**config.mk**
```make
export PLATFORM = sky130hd
export DESIGN_NAME = worst_fit_block_allocator_core
export DESIGN_NICKNAME = d
export VERILOG_FILES = /design/src/rtl/wfba_pkg.sv /design/src/rtl/worst_fit_block_allocator_core.sv /design/src/rtl/wfba_cell.sv
export SDC_FILE = /design/constraint.sdc
export NUM_CORES = 2
export LEC_CHECK = 0
export BUFFER_PORTS_ARGS = -buffer_cell sky130_fd_sc_hd__buf_2
export CORE_ASPECT_RATIO = 1.2
export CORE_MARGIN = 4
export CORE_UTILIZATION = 25
export DETAILED_ROUTE_END_ITERATION = 10
export GPL_ROUTABILITY_DRIVEN = 0
export PLACE_DENSITY_LB_ADDON = 0.12
export SLEW_MARGIN = 0
export SYNTH_ARGS = -nofsm -noshare
export SYNTH_HDL_FRONTEND = slang
export SYNTH_SLANG_ARGS = --single-unit
```
**constraint.sdc**
```tcl
create_clock -name clock -period 4.29 [get_ports clock]
set_clock_uncertainty 0.05 [all_clocks]
set_input_delay 0.6435 -clock clock [delete_from_list [all_inputs] [get_ports clock]]
set_output_delay 0.6435 -clock clock [all_outputs]
set_load 0.05 [all_outputs]
```
**src/rtl/wfba_pkg.sv**
```systemverilog
// shared types and constants for the worst-fit partition allocator
// no dependencies; imported by wfba_cell and worst_fit_block_allocator_core
`timescale 1ns / 1ps

package wfba_pkg;

   localparam int SIZE_W  = 16;  // request / load size field
   localparam int BLOCK_W = 5;   // load_index and chosen_block fields
   localparam int COUNT_W = 6;   // block_count register
   localparam int ADDR_W  = 3;
   localparam int DATA_W  = 32;

   // request word function codes
   localparam logic FUNC_LOAD  = 1'b0;
   localparam logic FUNC_ALLOC = 1'b1;

   // register index (paddr bit 2)
   localparam logic CSR_BLOCK_COUNT = 1'b0;

   typedef struct packed {
      logic               func;
      logic [BLOCK_W-1:0] load_index;
      logic [SIZE_W-1:0]  size;
   } wfba_req_type;

   typedef struct packed {
      logic               granted;
      logic [BLOCK_W-1:0] chosen_block;
      logic [SIZE_W-1:0]  fragment;
   } wfba_rsp_type;

   // scan token flags handed from cell to cell
   typedef struct packed {
      logic valid;
      logic found;
   } wfba_tok_type;

   // strobes broadcast to every cell
   typedef struct packed {
      logic load_en;
      logic mark_en;
   } wfba_bcast_type;

endpackage

```
**src/rtl/worst_fit_block_allocator_core.sv**
```systemverilog
// Worst-fit partition allocator. A row of MAX_BLOCKS cells holds one partition
// each (size and used flag). A load word writes a partition in the cycle it is
// accepted and gives no result. An allocation word launches a scan token that
// moves one cell per cycle, keeping the largest free fitting partition seen so
// far (lowest index on ties); its result is registered as the token leaves the
// last cell, and the chosen partition is marked used at that same edge.
// One allocation is in the row at a time; a new word is taken once the scan is
// done and the result register is empty or being read.
// block_count sets how many partitions take part, from index zero.
// Depends on wfba_pkg and wfba_cell.
`timescale 1ns / 1ps

module worst_fit_block_allocator_core import wfba_pkg::*; #(
   parameter int MAX_BLOCKS = 32,
   parameter int SIZE_BITS  = 16
) (
   input  logic                clock,
   input  logic                reset,
   input  logic                req_valid,
   output logic                req_ready,
   input  wfba_req_type        req_data,
   output logic                rsp_valid,
   input  logic                rsp_ready,
   output wfba_rsp_type        rsp_data,
   input  logic                psel,
   input  logic                penable,
   input  logic                pwrite,
   input  logic [ADDR_W-1:0]   paddr,
   input  logic [DATA_W-1:0]   pwdata,
   output logic [DATA_W-1:0]   prdata,
   output logic                pready
);

   localparam int IDX_W = $clog2(MAX_BLOCKS);
   localparam int CMP_W = (SIZE_BITS > SIZE_W) ? SIZE_BITS : SIZE_W;

   logic [COUNT_W-1:0] block_count_ff;
   logic               busy_ff, busy_in;
   logic               rsp_valid_ff, rsp_valid_in;
   wfba_rsp_type       rsp_data_ff, rsp_data_in;

   logic               req_acc, csr_wr, csr_sel;
   wfba_bcast_type     bcast;

   wfba_tok_type         tok       [0:MAX_BLOCKS];
   logic [IDX_W-1:0]     tok_idx   [0:MAX_BLOCKS];
   logic [SIZE_BITS-1:0] tok_size  [0:MAX_BLOCKS];
   logic [SIZE_W-1:0]    tok_req   [0:MAX_BLOCKS];
   logic [MAX_BLOCKS:0]  tok_valid_vec;

   // configuration port
   assign pready  = 1'b1;
   assign csr_sel = paddr[2] == CSR_BLOCK_COUNT;
   assign csr_wr  = psel && penable && pwrite && pready && csr_sel;
   assign prdata  = csr_sel ? DATA_W'(block_count_ff) : '0;

   always_ff @(posedge clock) begin
      if (reset) begin
         block_count_ff <= '0;
      end else if (csr_wr) begin
         block_count_ff <= pwdata[COUNT_W-1:0];
      end
   end

   // input side
   assign req_ready = !busy_ff && (!rsp_valid_ff || rsp_ready);
   assign req_acc   = req_valid && req_ready;

   assign tok[0].valid = req_acc && (req_data.func == FUNC_ALLOC);
   assign tok[0].found = 1'b0;
   assign tok_idx[0]   = '0;
   assign tok_size[0]  = '0;
   assign tok_req[0]   = req_data.size;

   assign bcast.load_en = req_acc && (req_data.func == FUNC_LOAD);
   assign bcast.mark_en = tok[MAX_BLOCKS].valid && tok[MAX_BLOCKS].found;

   for (genvar i = 0; i < MAX_BLOCKS; i++) begin : g_cell
      wfba_cell #(
         .IDX       (i),
         .SIZE_BITS (SIZE_BITS),
         .IDX_W     (IDX_W)
      ) u_cell (
         .clock         (clock),
         .reset         (reset),
         .bcast         (bcast),
         .load_index    (req_data.load_index),
         .load_size     (req_data.size),
         .mark_idx      (tok_idx[MAX_BLOCKS]),
         .block_count   (block_count_ff),
         .tok_in        (tok[i]),
         .best_idx_in   (tok_idx[i]),
         .best_size_in  (tok_size[i]),
         .req_size_in   (tok_req[i]),
         .tok_out       (tok[i+1]),
         .best_idx_out  (tok_idx[i+1]),
         .best_size_out (tok_size[i+1]),
         .req_size_out  (tok_req[i+1])
      );
   end

   for (genvar k = 0; k <= MAX_BLOCKS; k++) begin : g_vld
      assign tok_valid_vec[k] = tok[k].valid;
   end

   // scan control and result register
   always_comb begin
      busy_in      = busy_ff;
      rsp_valid_in = rsp_valid_ff;
      rsp_data_in  = rsp_data_ff;
      if (tok[0].valid) begin
         busy_in = 1'b1;
      end else if (tok[MAX_BLOCKS].valid) begin
         busy_in = 1'b0;
      end
      if (tok[MAX_BLOCKS].valid) begin
         rsp_valid_in = 1'b1;
         if (tok[MAX_BLOCKS].found) begin
            rsp_data_in.granted      = 1'b1;
            rsp_data_in.chosen_block = BLOCK_W'(tok_idx[MAX_BLOCKS]);
            rsp_data_in.fragment     = SIZE_W'(CMP_W'(tok_size[MAX_BLOCKS])
                                              - CMP_W'(tok_req[MAX_BLOCKS]));
         end else begin
            rsp_data_in = '0;
         end
      end else if (rsp_ready) begin
         rsp_valid_in = 1'b0;
      end
   end

   always_ff @(posedge clock) begin
      if (reset) begin
         busy_ff      <= 1'b0;
         rsp_valid_ff <= 1'b0;
      end else begin
         busy_ff      <= busy_in;
         rsp_valid_ff <= rsp_valid_in;
      end
   end

   always_ff @(posedge clock) begin
      rsp_data_ff <= rsp_data_in;
   end

   assign rsp_valid = rsp_valid_ff;
   assign rsp_data  = rsp_data_ff;

   // at most one scan token anywhere in the row
   a_one_token: assert property (@(posedge clock) disable iff (reset)
      $countones(tok_valid_vec) <= 1)
      else $error("more than one scan token in the cell row");

   // a token leaving the row belongs to a scan in progress
   a_tail_busy: assert property (@(posedge clock) disable iff (reset)
      tok[MAX_BLOCKS].valid |-> busy_ff)
      else $error("scan token leaves the row while idle");

   // a finishing scan never lands on an undelivered result
   a_rsp_free: assert property (@(posedge clock) disable iff (reset)
      tok[MAX_BLOCKS].valid |-> !rsp_valid_ff)
      else $error("scan result overwrites a pending word");

   // an accepted allocation keeps the block busy next cycle
   a_alloc_busy: assert property (@(posedge clock) disable iff (reset)
      tok[0].valid |=> busy_ff)
      else $error("allocation accepted without starting a scan");

endmodule

```
**src/rtl/wfba_cell.sv**
```systemverilog
// one partition cell: stored size, used flag and one stage of the scan token
// depends on wfba_pkg
`timescale 1ns / 1ps

module wfba_cell import wfba_pkg::*; #(
   parameter int IDX       = 0,
   parameter int SIZE_BITS = 16,
   parameter int IDX_W     = 5
) (
   input  logic                 clock,
   input  logic                 reset,
   input  wfba_bcast_type       bcast,
   input  logic [BLOCK_W-1:0]   load_index,
   input  logic [SIZE_W-1:0]    load_size,
   input  logic [IDX_W-1:0]     mark_idx,
   input  logic [COUNT_W-1:0]   block_count,
   input  wfba_tok_type         tok_in,
   input  logic [IDX_W-1:0]     best_idx_in,
   input  logic [SIZE_BITS-1:0] best_size_in,
   input  logic [SIZE_W-1:0]    req_size_in,
   output wfba_tok_type         tok_out,
   output logic [IDX_W-1:0]     best_idx_out,
   output logic [SIZE_BITS-1:0] best_size_out,
   output logic [SIZE_W-1:0]    req_size_out
);

   localparam int CMP_W = (SIZE_BITS > SIZE_W) ? SIZE_BITS : SIZE_W;

   logic [SIZE_BITS-1:0] part_size_ff;
   logic                 part_used_ff;
   wfba_tok_type         tok_ff, tok_in_next;
   logic [IDX_W-1:0]     best_idx_ff, best_idx_in_next;
   logic [SIZE_BITS-1:0] best_size_ff, best_size_in_next;
   logic [SIZE_W-1:0]    req_size_ff;

   logic active, fits, better, take, load_hit, mark_hit;

   assign active   = 32'(block_count) > 32'(IDX);
   assign fits     = !part_used_ff && (CMP_W'(part_size_ff) >= CMP_W'(req_size_in));
   // strict compare keeps the earlier cell on a tie
   assign better   = !tok_in.found || (part_size_ff > best_size_in);
   assign take     = tok_in.valid && active && fits && better;
   assign load_hit = bcast.load_en && (32'(load_index) == 32'(IDX));
   assign mark_hit = bcast.mark_en && (mark_idx == IDX_W'(IDX));

   always_comb begin
      tok_in_next       = tok_in;
      best_idx_in_next  = best_idx_in;
      best_size_in_next = best_size_in;
      if (take) begin
         tok_in_next.found = 1'b1;
         best_idx_in_next  = IDX_W'(IDX);
         best_size_in_next = part_size_ff;
      end
   end

   always_ff @(posedge clock) begin
      if (reset) begin
         part_used_ff <= 1'b0;
         tok_ff       <= '0;
      end else begin
         tok_ff <= tok_in_next;
         if (load_hit) begin
            part_used_ff <= 1'b0;
         end else if (mark_hit) begin
            part_used_ff <= 1'b1;
         end
      end
   end

   always_ff @(posedge clock) begin
      if (load_hit) begin
         part_size_ff <= SIZE_BITS'(load_size);
      end
      best_idx_ff  <= best_idx_in_next;
      best_size_ff <= best_size_in_next;
      req_size_ff  <= req_size_in;
   end

   assign tok_out       = tok_ff;
   assign best_idx_out  = best_idx_ff;
   assign best_size_out = best_size_ff;
   assign req_size_out  = req_size_ff;

endmodule

```
==> results.py <==
metrics = {
    "floorplanning": {
        "initial_utilization": 0.2515,
        "dieArea_mm2": 0.3136,
        "die_h_um": 612.6,
        "num_rows": 221,
        "core_region_area_mm2": 0.3028,
        "die_w_um": 511.8,
        "io_pins": 121,
    },
    "sta": {
        "worstMarginPinSlew_ns": 1.169,
        "max_freq_ghz": 0.2738,
        "slew_violations": 0,
        "rsz0062_at_grt": "false",
        "tns_ns": 0,
        "setup_viol": 0,
        "hold_viol_final": 0,
        "whs_ns": 0.1114,
        "period_share": 0.8512,
        "min_period_ns": 3.652,
        "slew_headroom": 0.2149,
    },
    "critical_path": {
        "arrival_ns": 4.33,
        "critPathMaxFanout": 21,
        "rrSetupSlack_ns": 0.64,
        "worst_setup_path_end_kind": "flop",
        "r2r_end": "g_cell[27].u_cell.best_size_out[11]",
        "worstPathRequired_ns": 4.96,
        "r2r_cells": 8,
        "r2r-start": "g_cell[27].u_cell.part_size_ff[7]",
        "cp-start-kind": "flop",
        "crit_type": "reg -> reg",
    },
    "global_route": {
        "grt_pass1_wl_um": 341900,
        "overflow": 0,
        "grt_max_degree": 55,
        "grt_use_total": 0.1500,
        "antenna_found_initial": 29,
        "grt_pass1_vias": 49310,
    },
    "hold_path": {
        "hp-start": "req_data[15]",
        "hold_class": "in -> reg",
        "holdPathEnd": "g_cell[0].u_cell.part_size_ff[15]",
        "hold_depth": 1,
    },
    "layout": {
        "final_area_mm2": 0.08884,
        "drive_gt1_frac": 0.1489,
        "layout.nets": 7876,
        "fin_util": 0.2934,
        "area_delta_synth_final_pct": 16.65,
    },
    "power_and_ir_drop": {
        "p_leak_nw": 37.20,
        "clkPwrFrac": 0.482,
        "p_int_w": 0.02895,
        "power_density_mw_per_mm2": 421.0,
        "combinationalPowerShare": 0.035,
        "switching_share": 0.2260,
        "ir_worst_vdd_mv": 0.3029,
        "p_seq_frac": 0.483,
        "p_sw_w": 0.008451,
    },
    "detailed_routing": {
        "post_drt_wl_per_cell_um": 21.75,
        "ant_nets": 0,
        "met1Wirelength_um": 93650,
        "dr.max_layer_used": "met5",
        "routed-wl-met3_um": 7227,
        "drt-total-wl_um": 238900,
        "drc": 0,
        "met2_length_um": 130800,
        "vias": 46260,
        "dr.first_iter.drc_count": 2457,
        "vias_per_cell": 4.211,
        "drtPass1Iterations": 5,
    },
    "yosys": {
        "yosysTopAreaCell": "dfxtp_1",
        "ys.flop_type": "dfxtp_1",
        "synth_top_cell_area_share": 0.3304,
        "synth_common_cells": "dfxtp_1 (1257), inv_1 (1028), ha_1 (1023)",
        "avgSynthCellArea_um2": 11.70,
        "synth_cells": 6507,
        "ys_seq_area_frac": 0.5410,
        "synthTopCellsByArea": "dfxtp_1 (33%), edfxtp_1 (21%), ha_1 (17%)",
        "yosysMostFrequentCell": "dfxtp_1",
        "syn-cell-area_mm2": 0.07616,
        "yosysWarnings": 0,
        "synth_cell_types": 82,
        "ys_async_sr_fraction": 0,
        "synth_edf_count": 534,
        "ys_ff_latch": 1791,
    },
    "placement": {
        "placed_area_mm2": 0.08180,
        "hpwlAfterDp_um": 182700,
        "portBuffers": 65,
    },
    "clocking": {
        "cts_made_buffers": 205,
        "cts-hold-fix-buffers": 1,
        "clockBufferDepth": 4,
        "cts.sinks": 1791,
        "clk_latency_ns": 0.86,
        "clkTransAtPathRegs_ns": 0.06,
        "postCtsSetupBuffers": 0,
        "tritoncts": "done",
        "cts_resized": 0,
        "h-tree-depth": 4,
        "clockRootBuffer": "clkbuf_16",
    },
    "flow_run": {
        "timing.max_cap.violations": 0,
    },
    "status": {
        "status": "finished, final reports clean",
    },
}
[power groups by stage]
stage / registers, W / logic, W / clock network, W
CTS: 0.0181 / 0.00136 / 0.0187
global route: 0.0181 / 0.00149 / 0.0193
detailed placement: 0.0185 / 0.00135 / 0
floorplan: 0.0182 / 0.000781 / 0
finish: 0.0181 / 0.00131 / 0.0180
global placement: 0.0185 / 0.00132 / 0
[placed cells by master (no fill, tap or decap), types with 14 or more instances in the layout]
master / instances
inv_1: 1028
nand2b_1: 121
or3_1: 21
nand3_1: 106
nor2_2: 14
nor4_1: 23
clkbuf_8: 38
nor2b_1: 95
nand4_1: 123
mux2_2: 429
clkinv_2: 38
buf_2: 52
ha_1: 1023
a211oi_1: 51
clkbuf_16: 219
clkbuf_1: 35
a31oi_1: 24
edfxtp_1: 534
buf_4: 107
a21o_1: 65
dfxtp_1: 1256
and3_1: 21
a21oi_1: 399
o21a_1: 28
nor3_1: 67
and2_1: 80
o21ai_0: 127
nand4b_1: 18
nor2_1: 183
o211ai_1: 30
mux2_4: 66
conb_1: 27
a2111oi_0: 27
nand2_1: 226
[routing by layer]
metal / track usage / vias up
li1: - / 23180
met2: 0.2960 / 690
met1: 0.1649 / 22070
met5: 0 / -
met3: 0.01803 / 324
met4: 0.04673 / 2
[worst max-delay path, stage by stage, from the launching register on]
cell and delay [ns]:
edfxtp_1 0.44, ha_1 0.34, and4_1 0.20, o21ai_1 0.06, nor4_1 0.46, o31ai_1 0.23, a2111oi_2 0.74, o211ai_4 0.52
mux2_4 0.45
[flip-flops by register name, summed over array words and instances (netlist names)]
register                     count
g_cell.u_cell.part_size_ff     512
g_cell.u_cell.req_size_out     512
rsp_data                        22
g_cell.u_cell.tok_out           64
g_cell.u_cell.part_used_ff      32
g_cell.u_cell.best_idx_out     129
g_cell.u_cell.best_size_out    512
block_count_ff                   6
busy_ff                          1
rsp_valid                        1
[final cells by class]
cell class | count | area (um^2)
antenna | 13 | 32.53
clock buffer | 292 | 6135
clock inverter | 84 | 855.8
fill | 30960 | 213900
inverter | 1028 | 3859
multi-input combinational | 3600 | 30630
sequential | 1791 | 41200
tap | 4014 | 5022
timing repair buffer | 162 | 1105
[how the worst max path moves through the flow]
stage	startpoint	end	slack (ns)	cells past startpoint
global route	g_cell[26].u_cell.req_size_out[7]	g_cell[27].u_cell.best_size_out[11]	0.48	9
CTS	block_count_ff[1]	prdata[1]	0.62	3
finish	g_cell[27].u_cell.part_size_ff[7]	g_cell[27].u_cell.best_size_out[11]	0.64	8
floorplan	rsp_ready	g_cell[15].u_cell.part_size_ff[0]	0.91	5
detailed placement	block_count_ff[5]	g_cell[1].u_cell.best_size_out[6]	0.71	6
global placement	g_cell[27].u_cell.part_size_ff[7]	g_cell[27].u_cell.best_size_out[3]	0.71	8
[logic make-up after synthesis]
| group | share of synthesized area |
|---|---|
| compound gates | 0.07133 |
| simple gates | 0.08139 |
| buf+inv | 0.05934 |
| xor+xnor | 0.001150 |
| fa+ha+maj | 0.1683 |
| flops | 0.5410 |
| other cells | 0.00009861 |
| mux | 0.07738 |
[per-stage QoR]
| stage | setup WS (ns) | power, W | std cells |
|---|---|---|---|
| floorplan | 0.9119 | 0.01902 | 6532 |
| global placement | 0.7076 | 0.01979 | 10590 |
| detailed placement | 0.7145 | 0.01981 | 10590 |
| CTS | 0.6187 | 0.03812 | 10970 |
| global route | 0.4840 | 0.03892 | 10980 |
| finish | 0.6382 | 0.03740 | 10980 |
No activity file was read; power rests on OpenSTA's default activity.
